## src/rtl/core/srp_pkg.sv

```systemverilog
// shared types and constants of the skyline rectangle packer
package srp_pkg;

   // bin geometry
   localparam int MAX_COLUMNS = 256;
   localparam int MAX_HEIGHT  = 4095;
   localparam int COL_W       = $clog2(MAX_COLUMNS);
   localparam int CNT_W       = $clog2(MAX_COLUMNS + 1);
   localparam int HGT_W       = 12;
   localparam int WID_W       = 9;
   localparam int CSR_W       = 12;
   localparam int CSR_IDX_W   = 1;

   // register indexes
   localparam logic [CSR_IDX_W-1:0] CSR_BIN_WIDTH  = 1'b0;
   localparam logic [CSR_IDX_W-1:0] CSR_BIN_HEIGHT = 1'b1;

   // operation codes
   localparam logic OP_PLACE = 1'b0;
   localparam logic OP_CLEAR = 1'b1;

   typedef struct packed {
      logic             operation;
      logic [WID_W-1:0] rect_width;
      logic [HGT_W-1:0] rect_height;
   } req_type;

   typedef struct packed {
      logic             placed;
      logic [7:0]       pos_x;
      logic [HGT_W-1:0] pos_y;
   } rsp_type;

   typedef enum logic [1:0] {
      ST_IDLE,
      ST_SCAN,
      ST_WRITE
   } state_type;

endpackage

```

## src/rtl/core/skyline_rect_packer.sv

```systemverilog
// skyline rectangle packer: first-fit scan and skyline update
// a clear or rejected request is answered straight from idle; a scan that finds no fitting
//   position ends after the last column; a placement goes on to raise its columns in ST_WRITE
// throughput: one item at a time, the next item is taken at the edge that takes the result
// the scan reads one column a cycle from the skyline memory port; the receiver cannot stall
// reset (synchronous): skyline reads as zero, bin_width 256, bin_height 4095, idle
module skyline_rect_packer (
   input  logic                               clock,
   input  logic                               reset,
   input  logic                               start,
   output logic                               busy,
   input  srp_pkg::req_type                   req_data,
   output logic                               rsp_strobe,
   output srp_pkg::rsp_type                   rsp_data,
   input  logic                               csr_we,
   input  logic [srp_pkg::CSR_IDX_W-1:0]      csr_index,
   input  logic [srp_pkg::CSR_W-1:0]          csr_wdata
);

   // configuration registers
   logic [srp_pkg::WID_W-1:0] bin_width_ff;
   logic [srp_pkg::HGT_W-1:0] bin_height_ff;

   // sequencer state
   srp_pkg::state_type        state_ff, state_in;
   srp_pkg::req_type          req_ff, req_in;
   logic [srp_pkg::CNT_W-1:0] rd_ff, rd_in;
   logic                      pend_ff, pend_in;
   logic [srp_pkg::CNT_W-1:0] idx_ff, idx_in;
   logic [srp_pkg::CNT_W-1:0] x_ff, x_in;
   logic [srp_pkg::HGT_W-1:0] top_ff, top_in;
   logic [srp_pkg::CNT_W-1:0] wa_ff, wa_in;
   logic [srp_pkg::CNT_W-1:0] wleft_ff, wleft_in;
   logic                      rsp_strobe_ff, rsp_strobe_in;
   srp_pkg::rsp_type          rsp_ff, rsp_in;

   // skyline memory with per-column valid bits
   logic [srp_pkg::HGT_W-1:0]       mem [srp_pkg::MAX_COLUMNS];
   logic [srp_pkg::MAX_COLUMNS-1:0] vld_ff;
   logic [srp_pkg::HGT_W-1:0]       mem_q_ff;
   logic                            vld_q_ff;

   logic                      rd_en;
   logic                      mem_we;
   logic                      vld_clear;
   logic [srp_pkg::COL_W-1:0] rd_addr;
   logic [srp_pkg::COL_W-1:0] wr_addr;
   logic [srp_pkg::HGT_W-1:0] wr_data;

   // datapath helpers
   logic [srp_pkg::CNT_W-1:0] eff_bw;
   logic [srp_pkg::CNT_W-1:0] rw_ext;
   logic [srp_pkg::HGT_W-1:0] col;
   logic                      fits;
   logic [srp_pkg::HGT_W-1:0] new_top;
   logic [srp_pkg::CNT_W-1:0] win_len;

   assign busy       = (state_ff != srp_pkg::ST_IDLE);
   assign rsp_strobe = rsp_strobe_ff;
   assign rsp_data   = rsp_ff;

   // columns beyond the memory are not used
   assign eff_bw = (bin_width_ff > srp_pkg::WID_W'(srp_pkg::MAX_COLUMNS)) ?
                   srp_pkg::CNT_W'(srp_pkg::MAX_COLUMNS) : srp_pkg::CNT_W'(bin_width_ff);

   // shared compare unit on the column coming out of the memory
   assign rw_ext  = srp_pkg::CNT_W'(req_ff.rect_width);
   assign col     = vld_q_ff ? mem_q_ff : '0;
   assign fits    = ({1'b0, col} + {1'b0, req_ff.rect_height}) <= {1'b0, bin_height_ff};
   assign new_top = (col > top_ff) ? col : top_ff;
   assign win_len = idx_ff - x_ff + srp_pkg::CNT_W'(1);
   assign rd_addr = rd_ff[srp_pkg::COL_W-1:0];
   assign wr_addr = wa_ff[srp_pkg::COL_W-1:0];
   assign wr_data = top_ff + req_ff.rect_height;

   // configuration writes
   always_ff @(posedge clock) begin
      if (reset) begin
         bin_width_ff  <= srp_pkg::WID_W'(256);
         bin_height_ff <= srp_pkg::HGT_W'(srp_pkg::MAX_HEIGHT);
      end else if (csr_we) begin
         case (csr_index)
            srp_pkg::CSR_BIN_WIDTH:  bin_width_ff  <= csr_wdata[srp_pkg::WID_W-1:0];
            srp_pkg::CSR_BIN_HEIGHT: bin_height_ff <= csr_wdata[srp_pkg::HGT_W-1:0];
            default: ;
         endcase
      end
   end

   // skyline memory: one write port, one registered read port
   always_ff @(posedge clock) begin
      if (mem_we) begin
         mem[wr_addr] <= wr_data;
      end
      if (rd_en) begin
         mem_q_ff <= mem[rd_addr];
         vld_q_ff <= vld_ff[rd_addr];
      end
   end

   // valid bits, cleared by reset and by the clear operation
   always_ff @(posedge clock) begin
      if (reset || vld_clear) begin
         vld_ff <= '0;
      end else if (mem_we) begin
         vld_ff[wr_addr] <= 1'b1;
      end
   end

   // sequencer registers
   always_ff @(posedge clock) begin
      if (reset) begin
         state_ff      <= srp_pkg::ST_IDLE;
         pend_ff       <= 1'b0;
         rsp_strobe_ff <= 1'b0;
      end else begin
         state_ff      <= state_in;
         pend_ff       <= pend_in;
         rsp_strobe_ff <= rsp_strobe_in;
      end
   end

   // payload registers
   always_ff @(posedge clock) begin
      req_ff   <= req_in;
      rd_ff    <= rd_in;
      idx_ff   <= idx_in;
      x_ff     <= x_in;
      top_ff   <= top_in;
      wa_ff    <= wa_in;
      wleft_ff <= wleft_in;
      rsp_ff   <= rsp_in;
   end

   // next state and controls
   always_comb begin
      state_in      = state_ff;
      req_in        = req_ff;
      rd_in         = rd_ff;
      pend_in       = 1'b0;
      idx_in        = idx_ff;
      x_in          = x_ff;
      top_in        = top_ff;
      wa_in         = wa_ff;
      wleft_in      = wleft_ff;
      rsp_strobe_in = 1'b0;
      rsp_in        = rsp_ff;
      rd_en         = 1'b0;
      mem_we        = 1'b0;
      vld_clear     = 1'b0;

      case (state_ff)
         srp_pkg::ST_IDLE: begin
            if (start) begin
               req_in = req_data;
               rsp_in = '0;
               if (req_data.operation == srp_pkg::OP_CLEAR) begin
                  vld_clear     = 1'b1;
                  rsp_strobe_in = 1'b1;
               end else if (req_data.rect_width == '0 ||
                            srp_pkg::CNT_W'(req_data.rect_width) > eff_bw) begin
                  // zero width or wider than the bin
                  rsp_strobe_in = 1'b1;
               end else begin
                  rd_in    = '0;
                  x_in     = '0;
                  top_in   = '0;
                  state_in = srp_pkg::ST_SCAN;
               end
            end
         end

         srp_pkg::ST_SCAN: begin
            // issue the next column read
            if (rd_ff < eff_bw) begin
               rd_en   = 1'b1;
               pend_in = 1'b1;
               idx_in  = rd_ff;
               rd_in   = rd_ff + srp_pkg::CNT_W'(1);
            end
            // evaluate the column read last cycle
            if (pend_ff) begin
               if (!fits) begin
                  // window restarts past a column that is too tall
                  x_in   = idx_ff + srp_pkg::CNT_W'(1);
                  top_in = '0;
               end else if (win_len == rw_ext) begin
                  top_in   = new_top;
                  wa_in    = x_ff;
                  wleft_in = rw_ext;
                  pend_in  = 1'b0;
                  state_in = srp_pkg::ST_WRITE;
               end else begin
                  top_in = new_top;
               end
               if (idx_ff == eff_bw - srp_pkg::CNT_W'(1) &&
                   !(fits && win_len == rw_ext)) begin
                  // no fitting position
                  pend_in       = 1'b0;
                  rsp_strobe_in = 1'b1;
                  rsp_in        = '0;
                  state_in      = srp_pkg::ST_IDLE;
               end
            end
         end

         srp_pkg::ST_WRITE: begin
            // raise the covered columns one per cycle
            mem_we   = 1'b1;
            wa_in    = wa_ff + srp_pkg::CNT_W'(1);
            wleft_in = wleft_ff - srp_pkg::CNT_W'(1);
            if (wleft_ff == srp_pkg::CNT_W'(1)) begin
               rsp_strobe_in = 1'b1;
               rsp_in.placed = 1'b1;
               rsp_in.pos_x  = x_ff[7:0];
               rsp_in.pos_y  = top_ff;
               state_in      = srp_pkg::ST_IDLE;
            end
         end

         default: begin
            state_in = srp_pkg::ST_IDLE;
         end
      endcase
   end

endmodule

```

## config.mk

```make
export PLATFORM = sky130hd
export DESIGN_NAME = skyline_rect_packer
export DESIGN_NICKNAME = d
export VERILOG_FILES = /design/src/rtl/core/srp_pkg.sv /design/src/rtl/core/skyline_rect_packer.sv
export SDC_FILE = /design/constraint.sdc
export NUM_CORES = 2
export LEC_CHECK = 0
export BUFFER_PORTS_ARGS = -buffer_cell sky130_fd_sc_hd__buf_2
export CORE_MARGIN = 4
export CORE_UTILIZATION = 50
export CTS_BUF_LIST = sky130_fd_sc_hd__clkbuf_4 sky130_fd_sc_hd__clkbuf_8
export DETAILED_ROUTE_END_ITERATION = 8
export GPL_TIMING_DRIVEN = 0
export PLACE_DENSITY_LB_ADDON = 0.12
export SETUP_SLACK_MARGIN = 0.15
export SLEW_MARGIN = 20
export SYNTH_ARGS = -nofsm -noshare
export SYNTH_HDL_FRONTEND = slang
export SYNTH_SLANG_ARGS = --single-unit
```

## constraint.sdc

```tcl
create_clock -name clock -period 23.7 [get_ports clock]
set_input_delay 4.74 -clock clock [delete_from_list [all_inputs] [get_ports clock]]
set_output_delay 4.74 -clock clock [all_outputs]
set_load 0.005 [all_outputs]
```

==> results by group <==
Final layout
  • FF/Latch Area: 101000 um^2
  • FILL cells: 19612
  • Post-layout util: approximately three fifths
  • Area grow syn2layout: 16.0%
  • Multi-input logic area: about 33000 um^2
  • Fraction of layout cells with a size suffix above 1: between 30% and 40%
  • Layout net count: 7570

Worst setup path
  • Worst path bufs/invs: 3
  • Critical setup path kind: primary input to flip-flop
  • Register-to-register setup slack: between 15 and 20 ns
  • Worst Path Max Fanout: 23
  • Worst path slowest cell: clkbuf_1
  • Worst setup EP type: flip-flop
  • Worst path cell trace: buf_2 -> nand2_1 -> nor2_4 -> a21o_1 -> clkbuf_1 -> clkbuf_1 -> nor2_1
  • Largest stage delay, worst path: between 0.9 and 1 ns
  • Worst R2R End: mem_q_ff[5]
  • Reg2reg start: rd_ff[1]
  • Required time of the worst setup path: roughly 25 ns
  • Startpoint types: primary input
  • WP data arrival: 8.01 ns
  • Top delay family on crit path: buffers and inverters
  • Cell mode on critical path: clkbuf_1
  • R2R cell count: 10

Clock tree
  • Clock Path Buffers: 4
  • Quantity of gates resized following cts: 0
  • CTS Sinks: roughly 3500
  • Later-pin clock latency in the skew report: 1.15 ns
  • H-tree depth: 6
  • CTS Buf Count: 573
  • Setup Buffers After CTS: 0
  • Worst-path clk slew: around 0.06 ns
  • CTS tree: yes
  • CTS root buf: clkbuf_8
  • Hold_buf cts: 0

GRT
  • Initial antenna violation count: 22
  • Largest net degree at the start of global routing: about 110
  • GR Util All Layers: roughly 28%
  • Vias in the first global route: between 70000 and 80000
  • GRT Residual Overflow: 0
  • Wire length of the first global-routing pass: 547000 um

STA
  • Slew of the pin with the lowest slew margin: about 1.3 ns
  • Final Hold Slack: about 0.46 ns
  • Final Setup Violations: 0
  • Final worst path period need: slightly above 7 ns
  • Clock skew: ~0.074 ns
  • Max_slew headroom: between 10% and 20%
  • Ratio of final minimum period to clock period: roughly 30%
  • Final hold viol count: 0
  • Unrepaired setup endpoints after global routing: no
  • Peak Freq: ~140 MHz
  • Final Max Tran Viols: 0
  • Setup TNS: 0 ns

Min path
  • HP Class: flip-flop to flip-flop
  • WHS Path Cells: 1
  • Worst Hold Launch: bin_height_ff[7]
  • Hold EP: bin_height_ff[7]

Pwr
  • Sw frac: 31.0%
  • Int Pwr: around 12 mW
  • Reg power frac: a little over two fifths
  • Leakage power: a little over 50 nW
  • Sw power: roughly 5.3 mW
  • PwrDens: about 110 nW/um^2
  • Maximum VDD drop: about 61 uV
  • Power share of the clock group: 31.1%
  • Logic pwr share: 25.5%

Status
  • Status: finished clean

Yosys
  • Most frequent cell after synthesis: edfxtp_1
  • Sequential-to-total area share from yosys stat: about three quarters
  • Post-synth ARST share: 0%
  • Post-synthesis average cell area: ~21 um^2
  • Ranking of synthesized cells by area: edfxtp_1 71%, mux4_2 17%, dfxtp_1 4.2%
  • Ys flop type: edfxtp_1
  • Ys Warns: 0
  • Synth Register Bits: roughly 3500
  • Synth top cells by count: 3183 x edfxtp_1, 1040 x mux4_2, 785 x nor2_1, 281 x dfxtp_1, 209 x clkbuf_1
  • Synthesized instance count: 6484
  • Leading area contributor after synthesis: edfxtp_1
  • Distinct cell type count after synthesis: 68
  • Cell area after synthesis: about 130000 um^2
  • Top-area cell type share of the netlist area: between 70% and 80%
  • Post-synth EDFFs: about 3200
  • Syn_nets: about 6600

Detailed routing
  • Via count: just over 70000
  • # DRC: 0
  • Routed wire per std cell: between 30 and 40 um
  • Initial detailed-routing violation count: roughly 9800
  • DRT antenna net count: 0
  • DR pass1 iterations: 7
  • Final WL: 393000 um
  • Via density: approximately 6.2

Die
  • Initial Util: between 50% and 60%
  • Die width: 528 um
  • Die height: about 530 um
  • Row cnt: between 150 and 200
  • Core ar.: ~270000 um^2
  • Area of the die: 278000 um^2
  • Num ports: between 60 and 70

Flow run
  • Max_cap viols: 0

Placed design
  • Hpwl dp: between 200000 and 300000 um
  • Placer Congestion: approximately 0.95
  • Port Buffers: 60
## placed cells by master (no fill, tap or decap), drive strengths merged, types with 17 or more instances in the layout
cell,n
a22o,28
clkbuf,1050
nor2,785
a211o,17
mux4,1040
ha,80
a22oi,67
inv,102
nand2,133
xnor2,40
o21ai,39
nand3,42
clkinv,156
and2,17
and3,32
edfxtp,3183
a21oi,44
xor2,33
dfxtp,281
buf,533
o21ba,23
a221oi,27
## metrics by stage
step	instances	worst slack, ns	total power, mW	area [um^2]
global placement	10096	-14.91	12.3	140000
CTS	11466	16.56	17.2	157000
floorplan	6484	2.27	10.1	135000
finish	11478	16.66	17.1	157000
global route	11471	16.55	17.7	157000
detailed placement	10423	15.58	11.9	145000
## logic make-up after synthesis
logic type | after synthesis | synth area share (%)
DFF | 3464 | 75.0
and+or+nand+nor | 1086 | 3.31
muxes | 1041 | 17.4
buffers and inverters | 418 | 1.32
AOI/OAI and AO/OA | 319 | 1.76
adders and majority gates | 83 | 0.779
xor gates and xnor gates | 73 | 0.474
## registers in the layout, indices dropped and copies added (netlist names)
register	flops
mem	3072
vld_ff	256
rsp_data	21
bin_height_ff	12
mem_q_ff	12
req_ff	12
top_ff	12
bin_width_ff	9
idx_ff	9
rd_ff	9
rw_ext	9
wleft_ff	9
x_ff	9
wa_ff	8
state_ff	2
pend_ff	1
rsp_strobe	1
vld_q_ff	1
## worst max-delay path by stage
stage / from / to / slack [ns] / cells after the start
global route: state_ff[1] / busy / 16.55 / 3
finish: start / vld_ff[205] / 16.66 / 7
detailed placement: start / vld_ff[61] / 15.58 / 8
global placement: req_ff[1] / mem[36][10] / -14.91 / 10
CTS: state_ff[1] / busy / 16.56 / 3
floorplan: req_ff[1] / mem[0][10] / 2.27 / 10
## per-layer routing
layer  vias to the layer above  GRT usage [%]  part of all wire, %
met5                         -              0                0.024
met4                        12           11.4                  4.5
met3                       807           6.95                   10
met2                      4002           42.8                   46
met1                     38112           39.6                   39
li1                      28743              -                    -
## cell type report
type	count	area share, %
Multi-Input combinational cell	2602	20.9
Timing Repair Buffer	390	3.00
Clock buffer	837	6.46
Tap cell	3552	2.84
Sequential cell	3464	64.6
Clock inverter	206	0.984
Inverter	62	0.153
Buffer	356	1.03
Antenna cell	9	0.0144
## power by group through the flow
stage	Sequential, mW	Clock, mW	Combinational (mW)
2_1_floorplan	7.92	0	2.20
3_3_place_gp	8.40	0	3.85
3_5_place_dp	7.57	0	4.33
4_1_cts	7.44	5.39	4.33
5_1_grt	7.44	5.70	4.52
6_report	7.45	5.32	4.36
No activity file was read; power rests on OpenSTA's default activity.
